==> src/hw/rtl/first_fit_heap_allocator_assert.svh <==
// Assertion macros used by the heap allocator's top level.
`ifndef FIRST_FIT_HEAP_ALLOCATOR_ASSERT_SVH
`define FIRST_FIT_HEAP_ALLOCATOR_ASSERT_SVH

// Same-cycle implication, checked on every rising clock edge out of reset.
`define FFHA_ASSERT_NOW(lbl, ante, cons, msg) \
   lbl: assert property (@(posedge clock) disable iff (reset) (ante) |-> (cons)) \
      else $error(msg);

// Next-cycle implication, checked on every rising clock edge out of reset.
`define FFHA_ASSERT_NEXT(lbl, ante, cons, msg) \
   lbl: assert property (@(posedge clock) disable iff (reset) (ante) |=> (cons)) \
      else $error(msg);

`endif

==> src/hw/rtl/ffha_pkg.sv <==
// Types and constants shared by the heap allocator's controller, datapath and top level.
`default_nettype none

package ffha_pkg;

   // Header layout: 8 bytes a header, bit 0 marks a free block
   localparam int unsigned HDR_BYTES   = 8;
   localparam int unsigned MIN_SPLIT   = 16;
   localparam int unsigned MIN_REQUEST = 8;
   localparam int unsigned HDR_W       = 16;
   // Rounded request size holds up to 65536
   localparam int unsigned SIZE_W      = 17;
   localparam logic        REQ_ALLOC   = 1'b0;
   localparam logic        REQ_FREE    = 1'b1;

   typedef struct packed {
      logic        req_type;
      logic [15:0] request_bytes;
      logic [14:0] block_offset;
   } req_beat_type;

   typedef struct packed {
      logic [14:0] payload_offset;
      logic        status;
   } rsp_beat_type;

   typedef enum logic [3:0] {
      OP_IDLE,
      OP_ACCEPT,
      OP_WALK_RD,
      OP_HDR,
      OP_MERGE_RD,
      OP_MERGE,
      OP_COMMIT,
      OP_SPLIT,
      OP_EXTEND,
      OP_FREE_RD,
      OP_FREE_WR
   } dp_op_type;

   typedef struct packed {
      dp_op_type op;
      logic      load_rsp;
   } dp_cmd_type;

   typedef struct packed {
      logic is_free;
      logic free_ok;
      logic off_lt_top;
      logic rd_free;
      logic next_lt_top;
      logic fits;
      logic split;
      logic rsp_busy;
   } dp_status_type;

endpackage

`default_nettype wire

==> src/hw/rtl/ffha_ctrl.sv <==
// Controller of the heap allocator: sequences the header walk, merges, splits, heap extension and frees.
`default_nettype none

module ffha_ctrl (
   input  logic                    clock,
   input  logic                    reset,
   input  logic                    req_valid,
   output logic                    req_stall,
   input  ffha_pkg::dp_status_type dp_status,
   output ffha_pkg::dp_cmd_type    cmd
);
   import ffha_pkg::*;

   typedef enum logic [3:0] {
      S_IDLE,
      S_DISPATCH,
      S_WTEST,
      S_WHDR,
      S_MTEST,
      S_MHDR,
      S_COMMIT,
      S_SPLIT,
      S_EXTEND,
      S_FREE_RD,
      S_FREE_WR,
      S_FINISH
   } state_type;

   state_type state_ff, state_in;
   logic      stall_ff;

   // Next state and datapath command
   always_comb begin
      state_in     = state_ff;
      cmd.op       = OP_IDLE;
      cmd.load_rsp = 1'b0;
      case (state_ff)
         // Take a beat only at an edge where the input is not stalled
         S_IDLE: begin
            if (req_valid && !stall_ff) begin
               cmd.op   = OP_ACCEPT;
               state_in = S_DISPATCH;
            end
         end
         S_DISPATCH: begin
            if (!dp_status.is_free) begin
               state_in = S_WTEST;
            end else if (dp_status.free_ok) begin
               state_in = S_FREE_RD;
            end else begin
               state_in = S_FINISH;
            end
         end
         // Visit the next block, or extend the heap past the last one
         S_WTEST: begin
            if (dp_status.off_lt_top) begin
               cmd.op   = OP_WALK_RD;
               state_in = S_WHDR;
            end else begin
               state_in = S_EXTEND;
            end
         end
         S_WHDR: begin
            cmd.op   = OP_HDR;
            state_in = dp_status.rd_free ? S_MTEST : S_WTEST;
         end
         // Absorb the free blocks that follow directly
         S_MTEST: begin
            if (dp_status.next_lt_top) begin
               cmd.op   = OP_MERGE_RD;
               state_in = S_MHDR;
            end else begin
               state_in = S_COMMIT;
            end
         end
         S_MHDR: begin
            if (dp_status.rd_free) begin
               cmd.op   = OP_MERGE;
               state_in = S_MTEST;
            end else begin
               state_in = S_COMMIT;
            end
         end
         S_COMMIT: begin
            cmd.op = OP_COMMIT;
            if (!dp_status.fits) begin
               state_in = S_WTEST;
            end else if (dp_status.split) begin
               state_in = S_SPLIT;
            end else begin
               state_in = S_FINISH;
            end
         end
         S_SPLIT: begin
            cmd.op   = OP_SPLIT;
            state_in = S_FINISH;
         end
         S_EXTEND: begin
            cmd.op   = OP_EXTEND;
            state_in = S_FINISH;
         end
         S_FREE_RD: begin
            cmd.op   = OP_FREE_RD;
            state_in = S_FREE_WR;
         end
         S_FREE_WR: begin
            cmd.op   = OP_FREE_WR;
            state_in = S_FINISH;
         end
         // Hand the result to the output register once it has room
         S_FINISH: begin
            if (!dp_status.rsp_busy) begin
               cmd.load_rsp = 1'b1;
               state_in     = S_IDLE;
            end
         end
         default: begin
            state_in = S_IDLE;
         end
      endcase
   end

   // Hold state and the registered stall
   always_ff @(posedge clock) begin
      if (reset) begin
         state_ff <= S_IDLE;
         stall_ff <= 1'b1;
      end else begin
         state_ff <= state_in;
         stall_ff <= (state_in != S_IDLE);
      end
   end

   assign req_stall = stall_ff;

endmodule

`default_nettype wire

==> config.mk <==
export PLATFORM = sky130hd
export DESIGN_NAME = ffha_ctrl
export DESIGN_NICKNAME = d
export VERILOG_FILES = /design/src/hw/rtl/first_fit_heap_allocator_assert.svh /design/src/hw/rtl/ffha_pkg.sv /design/src/hw/rtl/ffha_ctrl.sv
export SDC_FILE = /design/constraint.sdc
export NUM_CORES = 1
export LEC_CHECK = 0
export BUFFER_PORTS_ARGS = -buffer_cell sky130_fd_sc_hd__buf_2
export CORE_UTILIZATION = 35
export DETAILED_ROUTE_END_ITERATION = 6
export PLACE_DENSITY = 0.65
export REMOVE_ABC_BUFFERS = 1
export SLEW_MARGIN = 25
export SYNTH_ARGS = -nofsm -noshare
export SYNTH_HDL_FRONTEND = slang
export SYNTH_SLANG_ARGS = --single-unit
==> constraint.sdc <==
create_clock -name clock -period 1.5 [get_ports clock]
set_clock_uncertainty 0.2 [all_clocks]
set_input_delay 0.075 -clock clock [delete_from_list [all_inputs] [get_ports clock]]
set_output_delay 0.075 -clock clock [all_outputs]
set_load 0.005 [all_outputs]
==> summary.md, run 1 <==
| Metric | Value |
|---|---|
| PnR worst setup slack | -0.131 ns |
| Cell taking the most area after synthesis | dfxtp_1 |
| Post-synth top cells | nor2_1, a21oi_1, nand2_1 |
| Reg2reg start | state_ff[2] |
| Fraction of registers with async set/reset | 0% |
| Die height | between 30 and 40 µm |
| Final net count | 113 |
| Initial antenna violation count | 0 |
| Slew HR | 80.0% |
| WL final | roughly 1.6 mm |
| Wire per inst | 13.9 µm |
| CTS max path bufs | 2 |
| Root buf cell | clkbuf_4 |
| Placed insts | 105 |
| WP data required | approximately 1.2 ns |
| Syn Std Cell Area | 464 µm² |
| First-pass GRT wire length | 2.19 mm |
| Reg2Reg Capture Point | req_stall |
| Rows | 12 |
| Reg area | 115 µm² |
| Least-Margin Pin Slew | 0.295 ns |
| Via count | 610 |
| Gr ovfl total | 0 |
| Total GRT Usage | 21.5% |
| Later-pin clock latency in the skew report | 0.24 ns |
| Most common cell in the netlist | nor2_1 |
| Core area | 1170 µm² |
| Post-synthesis sequential area ratio | 21.6% |
| RSZ-0062 raised after global routing | yes |
| Fillers | 102 |
| Die area | 1480 µm² |
| Fin. max-slew vios | 0 |
| Post-route ant nets | 0 |
| Worst Hold Class | in -> reg |
| Synth top area cells | dfxtp_1, a21oi_1, nor2_1 |
| Starting Density | between 30% and 40% |
| CP Launch Type | register |
| Final min period | 1.63 ns |
| Vias in the first global route | 533 |
| Fmax | 613 MHz |
| # Max-Cap Violations | 0 |
| Status | complete, but fails checks |
| Final hold vios | 0 |
| Share of the synthesized area in the top cell type | a little over a fifth |
| Synth Instances | 66 |
| R2R Setup Slk | -0.03 ns |
| Share of cells above drive strength 1 | 54.5% |
| PortBufs | 16 |
| CP Capture Type | output pin |
| Io pins | 17 |
| Worst Hold Depth | 5 |
| #FFs+latches synth | 5 |
| Post-synth EDFFs | 0 |
| Period Utilization, post-route | 109% |
| Pin count of the biggest net entering global routing | 11 |
| Die X-Extent | between 30 and 40 µm |
| Setup Crit Path Kind | reg -> out |
| DRC | 0 |
| CTS Buf Count | 3 |
| YS warnings | 0 |
| Critical path arrival | about 1.4 ns |
| Vias/cell | 5.30 |
| GPL Wtd Cong | between 0.8 and 0.9 |
| Fin Hold WS | 0.0772 ns |
| Maximum vdd drop | 1010 µV |
| Failing checks | setup timing |
| Sink Count | 5 |
| Final setup fails | 6 |
| Area occupied by multi-input gates | between 300 and 400 µm² |
| Mean Syn Cell Area | 7.03 µm² |
| Hpwl dp | around 990 µm |
| Hold EP | req_stall |
| Ys flop type | dfxtp_1 |
| HP Start | req_valid |
| PwrDens | 1870 nW/µm² |
| Diode count | 0 |
| Reg2Reg Depth | 6 |
| Synth cell types | 31 |
| Pleak | between 0.3 and 0.4 nW |
| Finished Layout Cells | 115 |
| Drt pass-1 iters | 6 |
| DRT iter0 DRCs | 11 |
| H-tree depth | 1 |
| CP max FO | 6 |
| Layout Area Growth over Synthesis | 69.8% |
| CTS clk-pin slew, worst paths | 0.04 ns |
| CTS tree | yes |
-- layer usage --
metal  track usage (%)  part of all wire, %
met3              5.23                  2.6
met4              2.59                    0
met2              36.0                   51
met1              28.5                   47
met5                 0                    0
-- flip-flops by register name, summed over array words and instances (netlist names) --
name       count
state_ff       4
req_stall      1
-- worst max-delay path by stage --
stage | start | end | slack [ns]
after floorplan | state_ff[1] | req_stall | -0.20
after global placement | state_ff[2] | req_stall | -0.09
after detailed placement | state_ff[1] | req_stall | -0.08
after CTS | state_ff[2] | cmd[1] | -0.09
after global routing | state_ff[2] | cmd[1] | -0.18
final | state_ff[2] | cmd[1] | -0.13
-- layout make-up --
type,instances,area share (%)
inverters,2,0.952
flip-flops and latches,5,14.6
well taps,14,2.22
clock buffers,4,3.33
multi-input cells,54,46.5
repair buffers,36,32.4
-- timing repair --
action / 4_1_cts / 5_1_grt
hold buffers: 2 / 0
hold endpoints to repair: 5 / 0
setup buffers: 1 / 2
endpoints found under the setup margin: 8 / 8
pin swaps: 5 / 5
resized for setup: 12 / 14
gates cloned: 1 / 0
-- cell usage in the layout (no fill, tap or decap), types with 3 or more instances in the layout --
| cell type | n |
|---|---|
| o21ai_0 | 3 |
| buf_4 | 11 |
| o21ai_1 | 3 |
| nand2_1 | 6 |
| buf_2 | 17 |
| nor2_1 | 8 |
| a21oi_2 | 4 |
| buf_6 | 6 |
| dfxtp_4 | 4 |
| a21oi_1 | 3 |
| clkbuf_4 | 3 |
-- where the power goes --
part	total, mW	internal, mW	switching [mW]
clock	0.157	0.101	0.0562
sequential	0.299	0.214	0.0853
combinational	1.02	0.532	0.486
-- cell families (layout without fill, tap and decap cells) --
kind of cell / after synthesis / in the layout / synth area share, %
AOI/OAI and AO/OA: 20 / 20 / 28.0
buffers and inverters: 7 / 42 / 7.55
DFF: 5 / 5 / 21.6
muxes: 1 / 1 / 2.16
and+or+nand+nor: 33 / 33 / 40.7
-- stage by stage --
stage | TNS (ns) | util [%] | setup slack (ns) | cell area (µm²) | power (mW)
final | -0.245 | 67.3 | -0.131 | 788 | 1.47
after detailed placement | -0.188 | 54.6 | -0.0817 | 639 | 1.06
after floorplan | -0.359 | - | -0.202 | 437 | 0.678
after global routing | -0.642 | 67.3 | -0.184 | 788 | 1.58
after CTS | -0.175 | 62.8 | -0.0879 | 736 | 1.28
after global placement | -0.185 | 54.6 | -0.0857 | 639 | 1.05
-- critical path, stage by stage (launching register included) --
cell     delay, ns
dfxtp_4       0.34
buf_6         0.13
buf_6         0.11
a21oi_2       0.13
nor2_1        0.08
o21ai_1       0.14
nand2_1       0.06
buf_2         0.12
No activity file was read; power rests on OpenSTA's default activity.
==> run 2, diff against run 1 <==
--- a/config.mk
+++ b/config.mk
@@ -8,7 +8,6 @@
 export BUFFER_PORTS_ARGS = -buffer_cell sky130_fd_sc_hd__buf_2
 export CORE_UTILIZATION = 35
 export DETAILED_ROUTE_END_ITERATION = 6
-export PLACE_DENSITY = 0.65
 export REMOVE_ABC_BUFFERS = 1
 export SLEW_MARGIN = 25
 export SYNTH_ARGS = -nofsm -noshare
==> run 2 against run 1 <==
  * The run still ends with setup timing left
  * Sequential power grew 4%
  * Via count rose by 4.3%
  * Sequential cell count did not move
  * Clock-buffer cell count did not move
  * Critical endpoint unchanged
  * Total power is 5.8% higher
  * Die area is the same
==> summary.md, run 2 (same netlist as run 1, synthesis figures left out) <==
| Metric | Value |
|---|---|
| CP Launch Type | register |
| Maximum vdd drop | 906 µV |
| Total GRT Usage | 22.3% |
| Slew HR | 80.2% |
| Placed insts | approximately 110 |
| Area after DPL | 639 µm² |
| HP Start | req_valid |
| Pin count of the biggest net entering global routing | 11 |
| H-tree depth | 1 |
| Final hold vios | 0 |
| Status | complete, but fails checks |
| WP data required | 1.22 ns |
| Clock power share | around 11% |
| Sink Count | 5 |
| Pleak | 0.354 nW |
| Worst Hold Depth | 5 |
| Reg2Reg Depth | 6 |
| CP Capture Type | output pin |
| PortBufs | 16 |
| Layout Area Growth over Synthesis | 72.5% |
| Die height | 38.4 µm |
| Wire per inst | 14.2 µm |
| Fin Hold WS | 0.0569 ns |
| Fin util | between 60% and 70% |
| Most common cell after layout, fill and taps aside | buf_2 |
| Die X-Extent | 38.4 µm |
| Pint | 0.893 mW |
| Initial antenna violation count | 0 |
| Power Total | 1.56 mW |
| Most frequent cells in the layout | buf_2, buf_4, nor2_1 |
| # Max-Cap Violations | 0 |
| Post-route ant nets | 0 |
| RSZ-0062 raised after global routing | yes |
| Vias in the first global route | 526 |
| Hpwl dp | approximately 940 µm |
| PnR worst setup slack | -0.0318 ns |
| Fin. max-slew vios | 0 |
| R2R Setup Slk | 0 ns |
| Root buf cell | clkbuf_4 |
| Area occupied by multi-input gates | 388 µm² |
| Fillers | 91 |
| DRT iter0 DRCs | 16 |
| Reg2Reg Capture Point | req_stall |
| DRC | 0 |
| First-pass GRT wire length | 2.30 mm |
| Vias/cell | 5.63 |
| Failing checks | setup timing |
| CTS tree | yes |
| Core area | about 1200 µm² |
| Finished Layout Cells | 113 |
| Via count | 636 |
| Dpl ws | -0.0757 ns |
| Fmax | 653 MHz |
| Rows | 12 |
| Reg area | approximately 120 µm² |
| Final net count | 111 |
| Switching Fraction | 42.7% |
| Setup Crit Path Kind | reg -> out |
| GPL Wtd Cong | between 0.8 and 0.9 |
| Setup TNS | -0.0510 ns |
| Max reg flops | 4 |
| Die area | 1480 µm² |
| Critical path arrival | ~1.3 ns |
| Hold EP | req_stall |
| Least-Margin Pin Slew | 0.296 ns |
| Final min period | 1.53 ns |
| Final setup fails | 2 |
| CTS Buf Count | 3 |
| NetSw | 0.665 mW |
| Gate power share | 68.9% |
| PwrDens | 1950 nW/µm² |
| Worst Hold Class | in -> reg |
| Period Utilization, post-route | 102% |
| CP max FO | 7 |
| Largest Register | state_ff |
| CTS clk-pin slew, worst paths | 0.06 ns |
| Share of cells above drive strength 1 | between 50% and 60% |
| CTS max path bufs | 2 |
| Later-pin clock latency in the skew report | between 0.2 and 0.3 ns |
| WL final | 1.60 mm |
| Gr ovfl total | 0 |
| Design area | 801 µm² |
| Diode count | 0 |
| Io pins | 17 |
| Starting Density | 39.6% |
| Reg2reg start | state_ff[2] |
| Drt pass-1 iters | 4 |
| Flop pwr share | around a fifth |
==> run 2: layer usage <==
metal  global-route usage, %  vias up  wire length, µm
li1                        -      303                -
met1                    27.1      284              635
met2                    39.0       39              781
met3                    4.65       10              119
met4                    6.90        0               66
met5                       0        -                0
==> run 2: worst max-delay path, cell delays in order, from the launching register on <==
cell	delay, ns
dfxtp_4	0.37
buf_6	0.14
a21oi_4	0.15
nor2_2	0.06
o21ai_1	0.12
nand2_1	0.06
buf_2	0.12
==> run 2: power by group through the flow <==
stage | sequential (mW) | clock, mW | combinational, mW
floorplan | 0.313 | 0 | 0.365
global placement | 0.267 | 0 | 0.810
detailed placement | 0.267 | 0 | 0.807
CTS | 0.297 | 0.160 | 0.887
global route | 0.318 | 0.180 | 1.16
finish | 0.311 | 0.173 | 1.07
==> run 2: cell type report <==
type | count | area share [%]
Sequential cell | 5 | 14.4
Clock buffer | 4 | 3.28
Timing Repair Buffer | 34 | 30.8
Inverter | 2 | 0.938
Tap cell | 14 | 2.19
Multi-Input combinational cell | 54 | 48.4
==> run 2: repair_timing <==
action	in CTS	in global routing
endpoints found under the setup margin	8	8
gates resized for setup	15	13
cloned	0	0
setup buffers	1	2
hold buffers	2	0
pin swaps	4	2
endpoints found under the hold margin	5	0
==> run 2: how the worst max path moves through the flow <==
stage	from	to	cells past startpoint	slack (ns)
finish	state_ff[2]	cmd[1]	6	-0.03
detailed placement	state_ff[1]	req_stall	5	-0.08
global route	state_ff[2]	req_stall	6	-0.1
floorplan	state_ff[1]	req_stall	5	-0.20
CTS	state_ff[3]	cmd[2]	5	0.01
global placement	state_ff[2]	req_stall	5	-0.1
